===== config.mk =====
export PLATFORM = sky130hd
export DESIGN_NAME = telemetry_frame_builder
export DESIGN_NICKNAME = d
export VERILOG_FILES = /design/src/rtl/core/tfb_pkg.sv /design/src/rtl/core/tfb_front.sv /design/src/rtl/core/tfb_cmd_fifo.sv /design/src/rtl/core/tfb_back.sv /design/src/rtl/core/telemetry_frame_builder.sv
export SDC_FILE = /design/constraint.sdc
export NUM_CORES = 1
export LEC_CHECK = 0
export BUFFER_PORTS_ARGS = -buffer_cell sky130_fd_sc_hd__buf_2
export CAP_MARGIN = 10
export CORE_MARGIN = 4
export CORE_UTILIZATION = 51
export DETAILED_ROUTE_END_ITERATION = 12
export PLACE_DENSITY = 0.69
export SYNTH_ARGS = -nofsm -noshare
export SYNTH_HDL_FRONTEND = slang
export SYNTH_HIERARCHICAL = 1
export SYNTH_SLANG_ARGS = --single-unit

===== constraint.sdc =====
create_clock -name i_clk -period 11 [get_ports i_clk]
set_input_delay 0.55 -clock i_clk [delete_from_list [all_inputs] [get_ports i_clk]]
set_output_delay 0.55 -clock i_clk [all_outputs]
set_load 0.1 [all_outputs]

===== src/rtl/core/tfb_pkg.sv =====
// ----------------------------------------------------------------------------
// Telemetry frame builder package
// Shared types, constants and the CRC-32 byte step used by the front part,
// the command queue and the back part of the frame builder.
// ----------------------------------------------------------------------------
package tfb_pkg;

    // Number of packet types that own a sequence counter.
    localparam int TYPE_COUNT = 8;
    localparam int TYPE_IW    = (TYPE_COUNT > 1) ? $clog2(TYPE_COUNT) : 1;
    localparam logic [8:0] TYPE_LIMIT = 9'(TYPE_COUNT);

    // Command queue between front and back.
    localparam int Q_DEPTH = 4;
    localparam int Q_AW    = $clog2(Q_DEPTH);

    // CRC-32, IEEE, reflected.
    localparam logic [31:0] CRC_POLY = 32'hEDB8_8320;
    localparam logic [31:0] CRC_INIT = 32'hFFFF_FFFF;

    // Configuration register indexes.
    localparam logic REG_MAGIC   = 1'b0;
    localparam logic REG_TRAILER = 1'b1;

    typedef enum logic {
        CMD_BEGIN   = 1'b0,
        CMD_PAYLOAD = 1'b1
    } t_cmd_kind;

    // One classified word as it travels from the front to the back.
    typedef struct packed {
        t_cmd_kind  kind;
        logic [7:0] ptype;
        logic [7:0] seq;
        logic [7:0] len;
        logic [7:0] data;
        logic       last;   // the frame closes after this word
    } t_cmd;

    // Queue status seen by the front part.
    typedef struct packed {
        logic full;
        logic empty;
    } t_q_status;

    function automatic logic [31:0] crc_byte(input logic [31:0] acc, input logic [7:0] b);
        logic [31:0] c;
        c = acc ^ {24'd0, b};
        for (int k = 0; k < 8; k++) begin
            if (c[0]) begin
                c = (c >> 1) ^ CRC_POLY;
            end else begin
                c = c >> 1;
            end
        end
        return c;
    endfunction

endpackage


===== src/rtl/core/tfb_front.sv =====
// ----------------------------------------------------------------------------
// Telemetry frame builder front part
// Accepts input words, keeps the frame and sequence bookkeeping and pushes
// classified commands into the queue. Words that produce no output are dropped.
// ----------------------------------------------------------------------------
module tfb_front (
    input  logic                 i_clk,
    input  logic                 i_rst_n,
    input  logic                 i_valid,
    output logic                 o_ready,
    input  logic                 i_cmd,
    input  logic [7:0]           i_packet_type,
    input  logic [7:0]           i_payload_len,
    input  logic [7:0]           i_data_byte,
    input  tfb_pkg::t_q_status   i_q_status,
    output logic                 o_push,
    output tfb_pkg::t_cmd        o_push_cmd
);

    logic [7:0]                 r_seq [tfb_pkg::TYPE_COUNT];
    logic                       r_open;
    logic [7:0]                 r_remaining;
    logic                       n_open;
    logic [7:0]                 n_remaining;
    logic                       w_accept;
    logic                       w_type_ok;
    logic [tfb_pkg::TYPE_IW-1:0] w_idx;
    logic                       w_is_begin;

    assign o_ready    = !i_q_status.full;
    assign w_accept   = i_valid && o_ready;
    assign w_is_begin = (i_cmd == tfb_pkg::CMD_BEGIN);
    assign w_type_ok  = ({1'b0, i_packet_type} < tfb_pkg::TYPE_LIMIT);
    assign w_idx      = i_packet_type[tfb_pkg::TYPE_IW-1:0];

    always_comb begin
        o_push      = 1'b0;
        n_open      = r_open;
        n_remaining = r_remaining;
        o_push_cmd.kind  = w_is_begin ? tfb_pkg::CMD_BEGIN : tfb_pkg::CMD_PAYLOAD;
        o_push_cmd.ptype = i_packet_type;
        o_push_cmd.seq   = r_seq[w_idx];
        o_push_cmd.len   = i_payload_len;
        o_push_cmd.data  = i_data_byte;
        o_push_cmd.last  = 1'b0;
        if (w_is_begin) begin
            o_push_cmd.last = (i_payload_len == 8'd0);
            if (w_accept && w_type_ok) begin
                o_push      = 1'b1;
                n_open      = (i_payload_len != 8'd0);
                n_remaining = i_payload_len;
            end
        end else begin
            o_push_cmd.last = (r_remaining == 8'd1);
            if (w_accept && r_open) begin
                o_push      = 1'b1;
                n_remaining = r_remaining - 8'd1;
                if (r_remaining == 8'd1) begin
                    n_open = 1'b0;
                end
            end
        end
    end

    always_ff @(posedge i_clk) begin
        if (!i_rst_n) begin
            r_open      <= 1'b0;
            r_remaining <= 8'd0;
            for (int i = 0; i < tfb_pkg::TYPE_COUNT; i++) begin
                r_seq[i] <= 8'd0;
            end
        end else begin
            r_open      <= n_open;
            r_remaining <= n_remaining;
            if (o_push && w_is_begin) begin
                r_seq[w_idx] <= r_seq[w_idx] + 8'd1;
            end
        end
    end

endmodule


===== src/rtl/core/tfb_cmd_fifo.sv =====
// ----------------------------------------------------------------------------
// Telemetry frame builder command queue
// Short first-in first-out queue that decouples the front and back parts.
// ----------------------------------------------------------------------------
module tfb_cmd_fifo (
    input  logic               i_clk,
    input  logic               i_rst_n,
    input  logic               i_push,
    input  tfb_pkg::t_cmd      i_push_cmd,
    input  logic               i_pop,
    output logic               o_valid,
    output tfb_pkg::t_cmd      o_head,
    output tfb_pkg::t_q_status o_status
);

    tfb_pkg::t_cmd            r_mem [tfb_pkg::Q_DEPTH];
    logic [tfb_pkg::Q_AW-1:0] r_wr_ptr;
    logic [tfb_pkg::Q_AW-1:0] r_rd_ptr;
    logic [tfb_pkg::Q_AW:0]   r_count;
    logic                     w_do_push;
    logic                     w_do_pop;

    assign o_status.full  = (r_count == (tfb_pkg::Q_AW+1)'(tfb_pkg::Q_DEPTH));
    assign o_status.empty = (r_count == '0);
    assign o_valid        = !o_status.empty;
    assign o_head         = r_mem[r_rd_ptr];
    assign w_do_push      = i_push && !o_status.full;
    assign w_do_pop       = i_pop && o_valid;

    always_ff @(posedge i_clk) begin
        if (w_do_push) begin
            r_mem[r_wr_ptr] <= i_push_cmd;
        end
    end

    always_ff @(posedge i_clk) begin
        if (!i_rst_n) begin
            r_wr_ptr <= '0;
            r_rd_ptr <= '0;
            r_count  <= '0;
        end else begin
            if (w_do_push) begin
                r_wr_ptr <= r_wr_ptr + 1'b1;
            end
            if (w_do_pop) begin
                r_rd_ptr <= r_rd_ptr + 1'b1;
            end
            if (w_do_push && !w_do_pop) begin
                r_count <= r_count + 1'b1;
            end else if (w_do_pop && !w_do_push) begin
                r_count <= r_count - 1'b1;
            end
        end
    end

endmodule


===== src/rtl/core/tfb_back.sv =====
// ----------------------------------------------------------------------------
// Telemetry frame builder back part
// Expands queued commands into frame bytes, runs the CRC one byte per cycle
// while the output is not stalled, and holds the output register.
// ----------------------------------------------------------------------------
module tfb_back (
    input  logic          i_clk,
    input  logic          i_rst_n,
    input  logic [7:0]    i_magic,
    input  logic [7:0]    i_trailer,
    input  logic          i_q_valid,
    input  tfb_pkg::t_cmd i_q_head,
    output logic          o_pop,
    output logic          o_valid,
    input  logic          i_ready,
    output logic [7:0]    o_tx_byte,
    output logic          o_frame_end
);

    typedef enum logic [1:0] {
        PH_START,
        PH_HEAD,
        PH_CRC,
        PH_TRAIL
    } t_phase;

    t_phase      r_phase, n_phase;
    logic [2:0]  r_step, n_step;
    logic [31:0] r_crc, n_crc;
    logic        r_valid;
    logic [7:0]  r_tx_byte, n_tx_byte;
    logic        r_frame_end, n_frame_end;
    logic        w_fire;
    logic [31:0] w_crc_out;

    assign w_fire    = i_q_valid && (!r_valid || i_ready);
    assign w_crc_out = ~r_crc;

    always_comb begin
        n_phase     = r_phase;
        n_step      = r_step;
        n_crc       = r_crc;
        n_tx_byte   = 8'd0;
        n_frame_end = 1'b0;
        o_pop       = 1'b0;
        case (r_phase)
            PH_START: begin
                if (i_q_head.kind == tfb_pkg::CMD_BEGIN) begin
                    n_tx_byte = i_magic;
                    n_crc     = tfb_pkg::crc_byte(tfb_pkg::CRC_INIT, i_magic);
                    n_phase   = PH_HEAD;
                    n_step    = 3'd1;
                end else begin
                    n_tx_byte = i_q_head.data;
                    n_crc     = tfb_pkg::crc_byte(r_crc, i_q_head.data);
                    if (i_q_head.last) begin
                        n_phase = PH_CRC;
                        n_step  = 3'd0;
                    end else begin
                        o_pop = 1'b1;
                    end
                end
            end
            PH_HEAD: begin
                case (r_step)
                    3'd1:    n_tx_byte = i_q_head.ptype;
                    3'd2:    n_tx_byte = i_q_head.seq;
                    3'd3:    n_tx_byte = 8'd0;
                    default: n_tx_byte = i_q_head.len;
                endcase
                n_crc = tfb_pkg::crc_byte(r_crc, n_tx_byte);
                if (r_step == 3'd4) begin
                    n_step = 3'd0;
                    if (i_q_head.last) begin
                        n_phase = PH_CRC;
                    end else begin
                        n_phase = PH_START;
                        o_pop   = 1'b1;
                    end
                end else begin
                    n_step = r_step + 3'd1;
                end
            end
            PH_CRC: begin
                n_tx_byte = w_crc_out[{r_step[1:0], 3'b000} +: 8];
                if (r_step[1:0] == 2'd3) begin
                    n_phase = PH_TRAIL;
                    n_step  = 3'd0;
                end else begin
                    n_step = r_step + 3'd1;
                end
            end
            PH_TRAIL: begin
                n_tx_byte   = i_trailer;
                n_frame_end = 1'b1;
                n_crc       = tfb_pkg::CRC_INIT;
                n_phase     = PH_START;
                o_pop       = 1'b1;
            end
            default: begin
                n_phase = PH_START;
            end
        endcase
        if (!w_fire) begin
            o_pop = 1'b0;
        end
    end

    always_ff @(posedge i_clk) begin
        if (!i_rst_n) begin
            r_phase     <= PH_START;
            r_step      <= 3'd0;
            r_crc       <= tfb_pkg::CRC_INIT;
            r_valid     <= 1'b0;
            r_tx_byte   <= 8'd0;
            r_frame_end <= 1'b0;
        end else begin
            if (w_fire) begin
                r_phase     <= n_phase;
                r_step      <= n_step;
                r_crc       <= n_crc;
                r_valid     <= 1'b1;
                r_tx_byte   <= n_tx_byte;
                r_frame_end <= n_frame_end;
            end else if (i_ready) begin
                r_valid <= 1'b0;
            end
        end
    end

    assign o_valid     = r_valid;
    assign o_tx_byte   = r_tx_byte;
    assign o_frame_end = r_frame_end;

endmodule


===== src/rtl/core/telemetry_frame_builder.sv =====
// ----------------------------------------------------------------------------
// Telemetry frame builder
// Turns begin and payload words into length-prefixed serial frames closed by
// a CRC-32 and a trailer byte, one frame byte per output word.
// ----------------------------------------------------------------------------
// A begin word of a known packet type produces five header bytes (magic byte,
// type, that type's sequence number, a zero byte and the payload length), and
// each payload word of an open frame produces its own byte; the last payload
// byte, or the header itself when the length is zero, is followed by the four
// CRC bytes, least significant first, and the trailer byte flagged by
// o_frame_end. The CRC is the IEEE reflected CRC-32 over header and payload.
// Begin words of an unknown type and payload words outside a frame are taken
// and dropped, and a new begin abandons an open frame without closing it.
// The front part classifies each input word in the cycle it is accepted and
// places it in a four-entry command queue; the back part then emits one byte
// per cycle, while the output is not stalled, into an output register, so a
// payload word yields one byte, a begin word five, and a word that closes the
// frame five more. The input keeps being accepted while the back part drains
// a header or a CRC until the queue is full; a byte reaches the output only
// after its word has passed through the command queue and the output register.
// The magic and trailer registers lie at byte addresses 0 and 4 of the APB port
// and should be written only while the block is idle.
// ----------------------------------------------------------------------------
module telemetry_frame_builder (
    input  logic        i_clk,
    input  logic        i_rst_n,
    // Configuration port.
    input  logic        psel,
    input  logic        penable,
    input  logic        pwrite,
    input  logic [2:0]  paddr,
    input  logic [31:0] pwdata,
    output logic [31:0] prdata,
    output logic        pready,
    // Input words.
    input  logic        i_valid,
    output logic        o_ready,
    input  logic        i_cmd,
    input  logic [7:0]  i_packet_type,
    input  logic [7:0]  i_payload_len,
    input  logic [7:0]  i_data_byte,
    // Output words.
    output logic        o_valid,
    input  logic        i_ready,
    output logic [7:0]  o_tx_byte,
    output logic        o_frame_end
);

    logic [7:0]         r_magic;
    logic [7:0]         r_trailer;
    logic               w_cfg_write;
    logic               w_push;
    tfb_pkg::t_cmd      w_push_cmd;
    logic               w_pop;
    logic               w_q_valid;
    tfb_pkg::t_cmd      w_q_head;
    tfb_pkg::t_q_status w_q_status;

    // The register index is the word address; byte offsets within a word are ignored.
    assign pready      = 1'b1;
    assign w_cfg_write = psel && penable && pwrite && pready;

    always_ff @(posedge i_clk) begin
        if (!i_rst_n) begin
            r_magic   <= 8'd0;
            r_trailer <= 8'd0;
        end else if (w_cfg_write) begin
            if (paddr[2] == tfb_pkg::REG_MAGIC) begin
                r_magic <= pwdata[7:0];
            end else begin
                r_trailer <= pwdata[7:0];
            end
        end
    end

    always_comb begin
        if (paddr[2] == tfb_pkg::REG_TRAILER) begin
            prdata = {24'd0, r_trailer};
        end else begin
            prdata = {24'd0, r_magic};
        end
    end

    tfb_front u_front (
        .i_clk         (i_clk),
        .i_rst_n       (i_rst_n),
        .i_valid       (i_valid),
        .o_ready       (o_ready),
        .i_cmd         (i_cmd),
        .i_packet_type (i_packet_type),
        .i_payload_len (i_payload_len),
        .i_data_byte   (i_data_byte),
        .i_q_status    (w_q_status),
        .o_push        (w_push),
        .o_push_cmd    (w_push_cmd)
    );

    tfb_cmd_fifo u_queue (
        .i_clk      (i_clk),
        .i_rst_n    (i_rst_n),
        .i_push     (w_push),
        .i_push_cmd (w_push_cmd),
        .i_pop      (w_pop),
        .o_valid    (w_q_valid),
        .o_head     (w_q_head),
        .o_status   (w_q_status)
    );

    tfb_back u_back (
        .i_clk       (i_clk),
        .i_rst_n     (i_rst_n),
        .i_magic     (r_magic),
        .i_trailer   (r_trailer),
        .i_q_valid   (w_q_valid),
        .i_q_head    (w_q_head),
        .o_pop       (w_pop),
        .o_valid     (o_valid),
        .i_ready     (i_ready),
        .o_tx_byte   (o_tx_byte),
        .o_frame_end (o_frame_end)
    );

endmodule

== Word-level counts from Yosys, hierarchy flattened ==
Memory sizes are Yosys's and may differ from the RTL's. A register that Yosys moved wholly into a read port is not among the register bits.
Index checks and enable logic that the tools add are counted.

* Bits in writable memories: 200
* Output and inout port bits: 44
* Input port bits: 67
* Memories: 2
* Flip-flop bits (word level): 79
* Word-level logic and storage cells: 213

{| class="wikitable"
|+ Memory list
! memory !! depth !! bits a word !! read ports !! clocked after Yosys merged registers in !! write ports !! line !! RTL
|-
| u_queue.r_mem || 4 || 34 || 1 || 1 || 1 || tfb_cmd_fifo.sv:16 || <nowiki>tfb_pkg::t_cmd r_mem [tfb_pkg::Q_DEPTH];</nowiki>
|-
| u_front.r_seq || 8 || 8 || 1 || 0 || 8 || tfb_front.sv:20 || <nowiki>logic [7:0] r_seq [tfb_pkg::TYPE_COUNT];</nowiki>
|}

* $lt $le $gt $ge: 1
* Shifts and indexed selects: 1
* Eq/ne operators: 15
* Reduce and logical (&&, ||, !) cells: 34
* Multiplexer cells: 110
* Bitwise gates (word level): 30
* Add/sub/neg operators: 7

{| class="wikitable"
|+ Operators by type and width
! cell !! number
|-
| 32-bit 2-to-1 mux || 60
|-
| 13-bit inverter with 14-bit output || 24
|-
| 32-bit one-hot mux with 3 select lines || 1
|-
| 32-bit by 8-bit bitwise XOR with 32-bit output || 2
|-
| 8-bit 2-to-1 mux || 7
|-
| 32-bit inverter || 1
|-
| 8-bit inverter with 32-bit output || 1
|-
| 8-bit one-hot mux with 4 select lines || 1
|-
| 32-bit by 6-bit indexed part select with 8-bit output || 1
|-
| 8-bit one-hot mux with 3 select lines || 1
|-
| 1-bit 2-to-1 mux || 23
|-
| 3-bit 2-to-1 mux || 7
|-
| 2-bit 2-to-1 mux || 7
|-
| 1-bit logical AND || 11
|-
| 3-bit one-hot mux with 3 select lines || 1
|-
| 8-bit by 1-bit adder with 8-bit output, second input constant || 1
|-
| 8-bit by 1-bit == test with 1-bit output, second input constant || 1
|-
| 8-bit logical NOT || 1
|-
| 8-bit by 4-bit less-than comparator with 1-bit output, second input constant || 1
|-
| 2-bit by 1-bit inequality test with 1-bit output, second input constant || 4
|-
| 2-bit one-hot mux with 4 select lines || 1
|-
| 2-bit AND reduction || 4
|-
| 8-bit nonzero test || 1
|-
| 8-bit OR reduction || 1
|-
| 20 further kinds || 35
|}

== Longest topological paths before layout ==
Gate-level depths: netlist of run 1.

* Depth after elaboration: 33
* Mapped depth: 16
* Gate-level depth less buffers: 14

== By module ==
Netlist of run 1, hierarchy kept.

{| class="wikitable"
|+ Modules (own cells, without submodules)
! module !! area each (µm²) !! cells an instance !! seq. area each (µm²) !! instances
|-
| tfb_cmd_fifo || 5442.7 || 227 || 4264.1 || 1
|-
| tfb_back || 4948.5 || 560 || 940.9 || 1
|-
| tfb_front || 3858.7 || 325 || 2102.0 || 1
|-
| telemetry_frame_builder || 933.4 || 97 || 320.3 || 1
|}

== Worst setup path after synthesis of run 1 ==
No wires, ideal clock.

* Kind: reg2reg
* From: register (tool-made name)
* To: register u_queue/r_count[2] (netlist name)
* Path buffers: 4
* Path slack: 7543 ps
* Library setup time: 76 ps
* Cell stages (with the launch flop): 17
* Data required time: 10924 ps
* Clock period less this slack: 3457 ps
* Arrival: 3381 ps
* Cells stage by stage: dfxtp_1 buf_6 buf_12 mux4_2 clkbuf_1 clkbuf_1 nor2_1 nor4_1 a21oi_1 nor2_1 o31ai_2 ha_1 inv_1 fa_1 xor2_1 or3_1 a21boi_0

{| class="wikitable"
|+ RTL lines
! what !! line !! RTL
|-
| end signal: assignment || tfb_cmd_fifo.sv:49 || <nowiki>r_count <= r_count + 1'b1;</nowiki>
|-
| end signal: assignment || tfb_cmd_fifo.sv:51 || <nowiki>r_count <= r_count - 1'b1;</nowiki>
|-
| end: declaration || tfb_cmd_fifo.sv:19 || <nowiki>logic [tfb_pkg::Q_AW:0] r_count;</nowiki>
|}

==> flow_metrics.env, run 1 <==
export IMPL_run_status="complete, no violations"
export IMPL_post_cts_setup_buffer_count=0
export IMPL_timing_critical_path_to_type="register"
export IMPL_avgViaCountPerCell=5.94
export IMPL_worst_setup_path_start_kind="register"
export IMPL_layout_common_cells="200 x sky130_fd_sc_hd__edfxtp_1, 108 x sky130_fd_sc_hd__nor2_1, 100 x sky130_fd_sc_hd__xnor2_1"
export IMPL_initial_core_utilization_pct=52.3
export IMPL_firstDrtPassIters=6
export IMPL_finalInstanceArea_sq_mm=0.0163
export IMPL_globalRoute_totalOverflow=0
export IMPL_worstSkewPairLatency_ns=0.59
export IMPL_synth_avg_cell_area_sq_um=12.6
export IMPL_hold_path_startpoint="i_data_byte[5]"
export IMPL_cts_buffers=30
export IMPL_finish_utilization_pct=56.3
export IMPL_grt_first_pass_wirelength_microns=54900
export IMPL_timing_final_hold_violations=0
export IMPL_max_slew_violation_total_from_the_final_report=0
export IMPL_grt_start_max_net_pins=62
export IMPL_io_pin_count=111
export IMPL_fin_nets=1294
export IMPL_root_buffer="sky130_fd_sc_hd__clkbuf_16"
export IMPL_whs_ns=0.185
export IMPL_cp_max_fo=21
export IMPL_timing_slew_headroom_pct=18.7
export IMPL_final_critical_path_setup_slack_ns=6.86
export IMPL_maxClockFrequency_mhz=242
export IMPL_multi_input_logic_area_sq_mm=0.00680
export IMPL_floorplan_die_area_sq_mm=0.0326
export IMPL_place_gp_congestion=0.896
export IMPL_post_dp_cell_area_sq_mm=0.0153
export IMPL_std_cell_rows=62
export IMPL_floorplan_core_area_sq_mm=0.0290
export IMPL_groute_usage_overall_pct=21.1
export IMPL_filler_cell_count=2393
export IMPL_setup_tns_final_ns=0
export IMPL_pre_cts_setup_slack_ns=6.94
export IMPL_clockBufferDepth=3
export IMPL_dr_first_iter_drc_count=707
export IMPL_drt_antenna_violating_nets=0
export IMPL_finalSetupViolations=0
export IMPL_power_density_mw_per_mm2=146
export IMPL_grt_antenna_before_repair=0
export IMPL_cts_resized_gates=0
export IMPL_clock_tree_from_tritoncts="done"
export IMPL_synth_cells=1208
export IMPL_rsz0062_at_grt="false"
export IMPL_ys_warnings_count=6
export IMPL_finalCriticalPeriod_ns=4.14
export IMPL_clkSinkCount=281
export IMPL_clk_transition_reported_paths_ns=0.06
export IMPL_final_layout_size_suffix_gt1_share_pct=18.3
export IMPL_clock_skew_ns=0.0424
export IMPL_tightestPinTransition_ns=1.21
export IMPL_seqCellArea_sq_mm=0.00763
export IMPL_die_w_microns=181
export IMPL_postRouteWirelength_microns=35100
export IMPL_synthToLayoutAreaGrowth_pct=7.53
export IMPL_syn_area_sq_mm=0.0152
export IMPL_vias=9594
export IMPL_first_global_vias=9649
export IMPL_port_buffers=59
export IMPL_htree_levels=1
export IMPL_critical_path_required_ns=11.41
export IMPL_post_route_period_util_pct=37.6
export IMPL_timing_max_cap_violations=0
export IMPL_cts_hold_fix_buffers=0
export IMPL_cell_leakage_power_nw=5.72
export IMPL_post_route_drc_count=0
export IMPL_vdd_drop_max_mv=0.137
export IMPL_chipHeight_microns=181
export IMPL_hpwlAfterDp_microns=23600
export IMPL_layout_commonest_cell="sky130_fd_sc_hd__edfxtp_1"
export IMPL_hold_path_class="in -> reg"
export IMPL_critPathArrivalTime_ns=4.55
export IMPL_drt_wirelength_per_cell_microns=21.7
export IMPL_worstSetupPathType="reg -> reg"
export IMPL_ant_cells=0
## stage by stage
stage | std cells | total power [mW]
after floorplan | 1231 | 1.37
after global placement | 1560 | 1.41
after detailed placement | 1560 | 1.41
after CTS | 1616 | 2.40
after global routing | 1616 | 2.47
final | 1616 | 2.38
## area by class of cell
class                   count  share of cell area [%]
flip-flops and latches    281                    46.7
multi-input cells         805                    41.7
clock buffers              50                    5.30
well taps                 384                    2.94
repair buffers             65                    2.09
clock inverters             6                   0.682
inverters                  25                   0.575
## state kept, by name, summed over array words and instances, names as in the netlist, 3 cells and up, named ones only
| register | flops |
|---|---|
| u_queue/r_mem | 136 |
| u_front/r_seq | 64 |
| u_back/r_crc | 32 |
| r_magic | 8 |
| r_trailer | 8 |
| u_back/o_tx_byte | 8 |
| u_front/r_remaining | 8 |
| u_back/r_step | 3 |
| u_queue/r_count | 3 |
## worst paths after layout
check	end	slack, ns	cells after the start
worst max-delay path	u_back/r_crc[6]	6.86	9
worst min-delay path	u_queue/r_mem[0][6]	0.18	1
worst max register to register	u_back/r_crc[6]	6.86	9
worst min register to register	u_back/o_frame_end	0.47	2
## worst max-delay path: stages, from the launching register on
cell	delay [ns]
sky130_fd_sc_hd__dfxtp_2	0.66
sky130_fd_sc_hd__buf_4	0.48
sky130_fd_sc_hd__mux4_2	0.55
sky130_fd_sc_hd__a22o_1	0.25
sky130_fd_sc_hd__mux2i_1	0.50
sky130_fd_sc_hd__xnor2_2	0.25
sky130_fd_sc_hd__xnor2_1	0.76
sky130_fd_sc_hd__xor2_1	0.14
sky130_fd_sc_hd__a211oi_1	0.27
sky130_fd_sc_hd__o21ai_0	0.12
## where the power goes
group / switching [mW] / internal, mW
sequential: 0.0117 / 1.15
clock: 0.410 / 0.583
combinational: 0.158 / 0.0743
## layer usage
metal,GRT usage [%],part of all wire [%],up-vias
met1,29.2,42,4807
met2,34.7,48,354
li1,-,-,4367
met3,3.61,7.6,66
met5,0,0,-
met4,6.05,2.8,0
Power figures use the tool's default switching activity.
==> run 2: changes to the inputs <==
--- a/config.mk
+++ b/config.mk
@@ -10,7 +10,7 @@
 export CORE_MARGIN = 4
 export CORE_UTILIZATION = 51
 export DETAILED_ROUTE_END_ITERATION = 12
-export PLACE_DENSITY = 0.69
+export PLACE_DENSITY = 0.72
 export SYNTH_ARGS = -nofsm -noshare
 export SYNTH_HDL_FRONTEND = slang
 export SYNTH_HIERARCHICAL = 1
==> constraint.sdc (replaced) <==
create_clock -name i_clk -period 3.6 [get_ports i_clk]
set_input_delay 0.18 -clock i_clk [delete_from_list [all_inputs] [get_ports i_clk]]
set_output_delay 0.18 -clock i_clk [all_outputs]
set_load 0.1 [all_outputs]
==> run 2 against run 1 <==
Sequential share of layout area is 1.7 points lower. Total power grew to 3.1 times the previous value. Sequential power grew to 3.1 times the previous value. Worst setup slack worse by 6.7 ns. Utilization is 2.1 points higher. First-iteration DRC count is 5.1% higher. Clock power grew to 3.1 times the previous value. Clock-buffer cell count is 16 lower. Register-to-register slack worse by 6.4 ns. Critical path type is now in -> reg. Largest cell class unchanged.
==> flow_metrics.env, run 2 (synthesis gave the netlist of run 1 again) <==
export IMPL_hold_path_startpoint="i_rst_n"
export IMPL_worst_setup_path_start_kind="input pin"
export IMPL_final_critical_path_setup_slack_ns=0.183
export IMPL_chipHeight_microns=181
export IMPL_firstDrtPassIters=5
export IMPL_die_w_microns=181
export IMPL_max_slew_violation_total_from_the_final_report=0
export IMPL_root_buffer="sky130_fd_sc_hd__clkbuf_16"
export IMPL_layout_common_cells="200 x sky130_fd_sc_hd__edfxtp_1, 108 x sky130_fd_sc_hd__nor2_1, 100 x sky130_fd_sc_hd__xnor2_1"
export IMPL_io_pin_count=111
export IMPL_clkSinkCount=281
export IMPL_timing_final_hold_violations=0
export IMPL_post_route_period_util_pct=94.9
export IMPL_vdd_drop_max_mv=0.413
export IMPL_run_status="complete, no violations"
export IMPL_std_cell_rows=62
export IMPL_whs_ns=0.0347
export IMPL_setup_tns_final_ns=0
export IMPL_finalSetupViolations=0
export IMPL_finish_cell_count_without_fillers=1678
export IMPL_seq_power_share_pct=47.7
export IMPL_synthToLayoutAreaGrowth_pct=11.6
export IMPL_groute_usage_overall_pct=21.7
export IMPL_cts_hold_fix_buffers=29
export IMPL_p_sw_share_pct=24.6
export IMPL_postRouteWirelength_microns=36100
export IMPL_tightestPinTransition_ns=0.962
export IMPL_avgViaCountPerCell=5.83
export IMPL_timing_critical_path_from="i_packet_type[7]"
export IMPL_vias=9786
export IMPL_finalCriticalPeriod_ns=3.42
export IMPL_clk_transition_reported_paths_ns=0.06
export IMPL_critPathArrivalTime_ns=3.59
export IMPL_power_density_mw_per_mm2=438
export IMPL_pre_cts_setup_slack_ns=0.203
export IMPL_critical_path_required_ns=3.78
export IMPL_grt_first_pass_wirelength_microns=56600
export IMPL_cellInternalPower_mw=5.59
export IMPL_power_switching_mw=1.82
export IMPL_layout_commonest_cell="sky130_fd_sc_hd__edfxtp_1"
export IMPL_floorplan_die_area_sq_mm=0.0326
export IMPL_floorplan_core_area_sq_mm=0.0290
export IMPL_initial_core_utilization_pct=52.3
export IMPL_clockBufferDepth=3
export IMPL_post_cts_setup_buffer_count=0
export IMPL_timing_critical_path_to_type="register"
export IMPL_drt_antenna_violating_nets=0
export IMPL_ant_cells=0
export IMPL_comb_power_share_pct=10.2
export IMPL_finalInstanceArea_sq_mm=0.0169
export IMPL_globalRoute_totalOverflow=0
export IMPL_first_global_vias=9809
export IMPL_drt_wirelength_per_cell_microns=21.5
export IMPL_clock_skew_ns=0.0276
export IMPL_post_route_drc_count=0
export IMPL_fin_nets=1356
export IMPL_final_layout_size_suffix_gt1_share_pct=20.8
export IMPL_maxClockFrequency_mhz=293
export IMPL_post_dp_cell_area_sq_mm=0.0156
export IMPL_hpwlAfterDp_microns=24900
export IMPL_cts_buffers=30
export IMPL_timing_slew_headroom_pct=35.8
export IMPL_largest_register_ffs=136
export IMPL_p_clk_share_pct=42.1
export IMPL_cp_max_fo=34
export IMPL_htree_levels=1
export IMPL_cts_resized_gates=0
export IMPL_worstSkewPairLatency_ns=0.58
export IMPL_clock_tree_from_tritoncts="done"
export IMPL_cell_leakage_power_nw=6.04
export IMPL_timing_max_cap_violations=0
export IMPL_max_flop_register="u_queue/r_mem"
export IMPL_grt_start_max_net_pins=61
export IMPL_biggestRegsByFlops="u_queue/r_mem x136, u_front/r_seq x64, u_back/r_crc x32"
export IMPL_total_power_mw=7.42
export IMPL_port_buffers=59
export IMPL_dr_first_iter_drc_count=743
export IMPL_grt_antenna_before_repair=1
export IMPL_hold_path_class="in -> reg"
export IMPL_placedCellCount=1593
export IMPL_place_gp_congestion=0.943
export IMPL_rsz0062_at_grt="false"
export IMPL_finish_utilization_pct=58.4
export IMPL_worstSetupPathType="in -> reg"
==> run 2: changes by cell type in the layout (fill, tap and decap cells not counted), moves of 3 or more <==
cell and change:
sky130_fd_sc_hd__buf_4 +30, sky130_fd_sc_hd__dlygate4sd3_1 +29, sky130_fd_sc_hd__clkbuf_1 -12, sky130_fd_sc_hd__clkinv_2 +7, sky130_fd_sc_hd__clkbuf_8 -4, sky130_fd_sc_hd__buf_12 +3
sky130_fd_sc_hd__clkinv_4 +3
==> run 2: critical path: stages <==
cell and delay, ns:
sky130_fd_sc_hd__dlygate4sd3_1 0.54, sky130_fd_sc_hd__buf_2 0.16, sky130_fd_sc_hd__nor4_1 0.70, sky130_fd_sc_hd__nand2_1 0.22, sky130_fd_sc_hd__a21o_1 0.32, sky130_fd_sc_hd__clkinv_1 0.24, sky130_fd_sc_hd__nor2b_1 0.25, sky130_fd_sc_hd__buf_4 0.18
sky130_fd_sc_hd__and2_2 0.77
==> run 2: final timing paths <==
kind / slack, ns / end / cells past startpoint
min: 0.03 / u_front/r_open / 2
max: 0.18 / u_queue/r_mem[2][33] / 9
max reg2reg: 0.43 / u_back/r_crc[6] / 9
min reg2reg: 0.49 / r_trailer[1] / 2
==> run 2: power groups by stage <==
stage                     Clock, mW  Combinational (mW)  Sequential (mW)
final                          3.12               0.755             3.54
after global routing           3.32               0.808             3.54
after CTS                      3.18               0.752             3.54
after detailed placement          0               0.724             3.61
after global placement            0               0.715             3.60
after floorplan                   0               0.602             3.60
==> run 2: cell type report <==
cell class                 instances  area [sq um]
multi-input combinational        805          6800
clock inverter                    22           253
sequential                       281          7630
inverter                          25          93.8
tap                              384           480
fill                            2355         12100
clock buffer                      34           766
timing repair buffer             127           916
==> run 2: routing by layer <==
metal | up-vias | track usage [%] | part of all wire [%]
met5 | - | 0 | 0.036
met4 | 2 | 5.75 | 2.7
met3 | 69 | 3.01 | 6.8
met2 | 343 | 35.6 | 48
met1 | 4896 | 30.6 | 42
li1 | 4476 | - | -
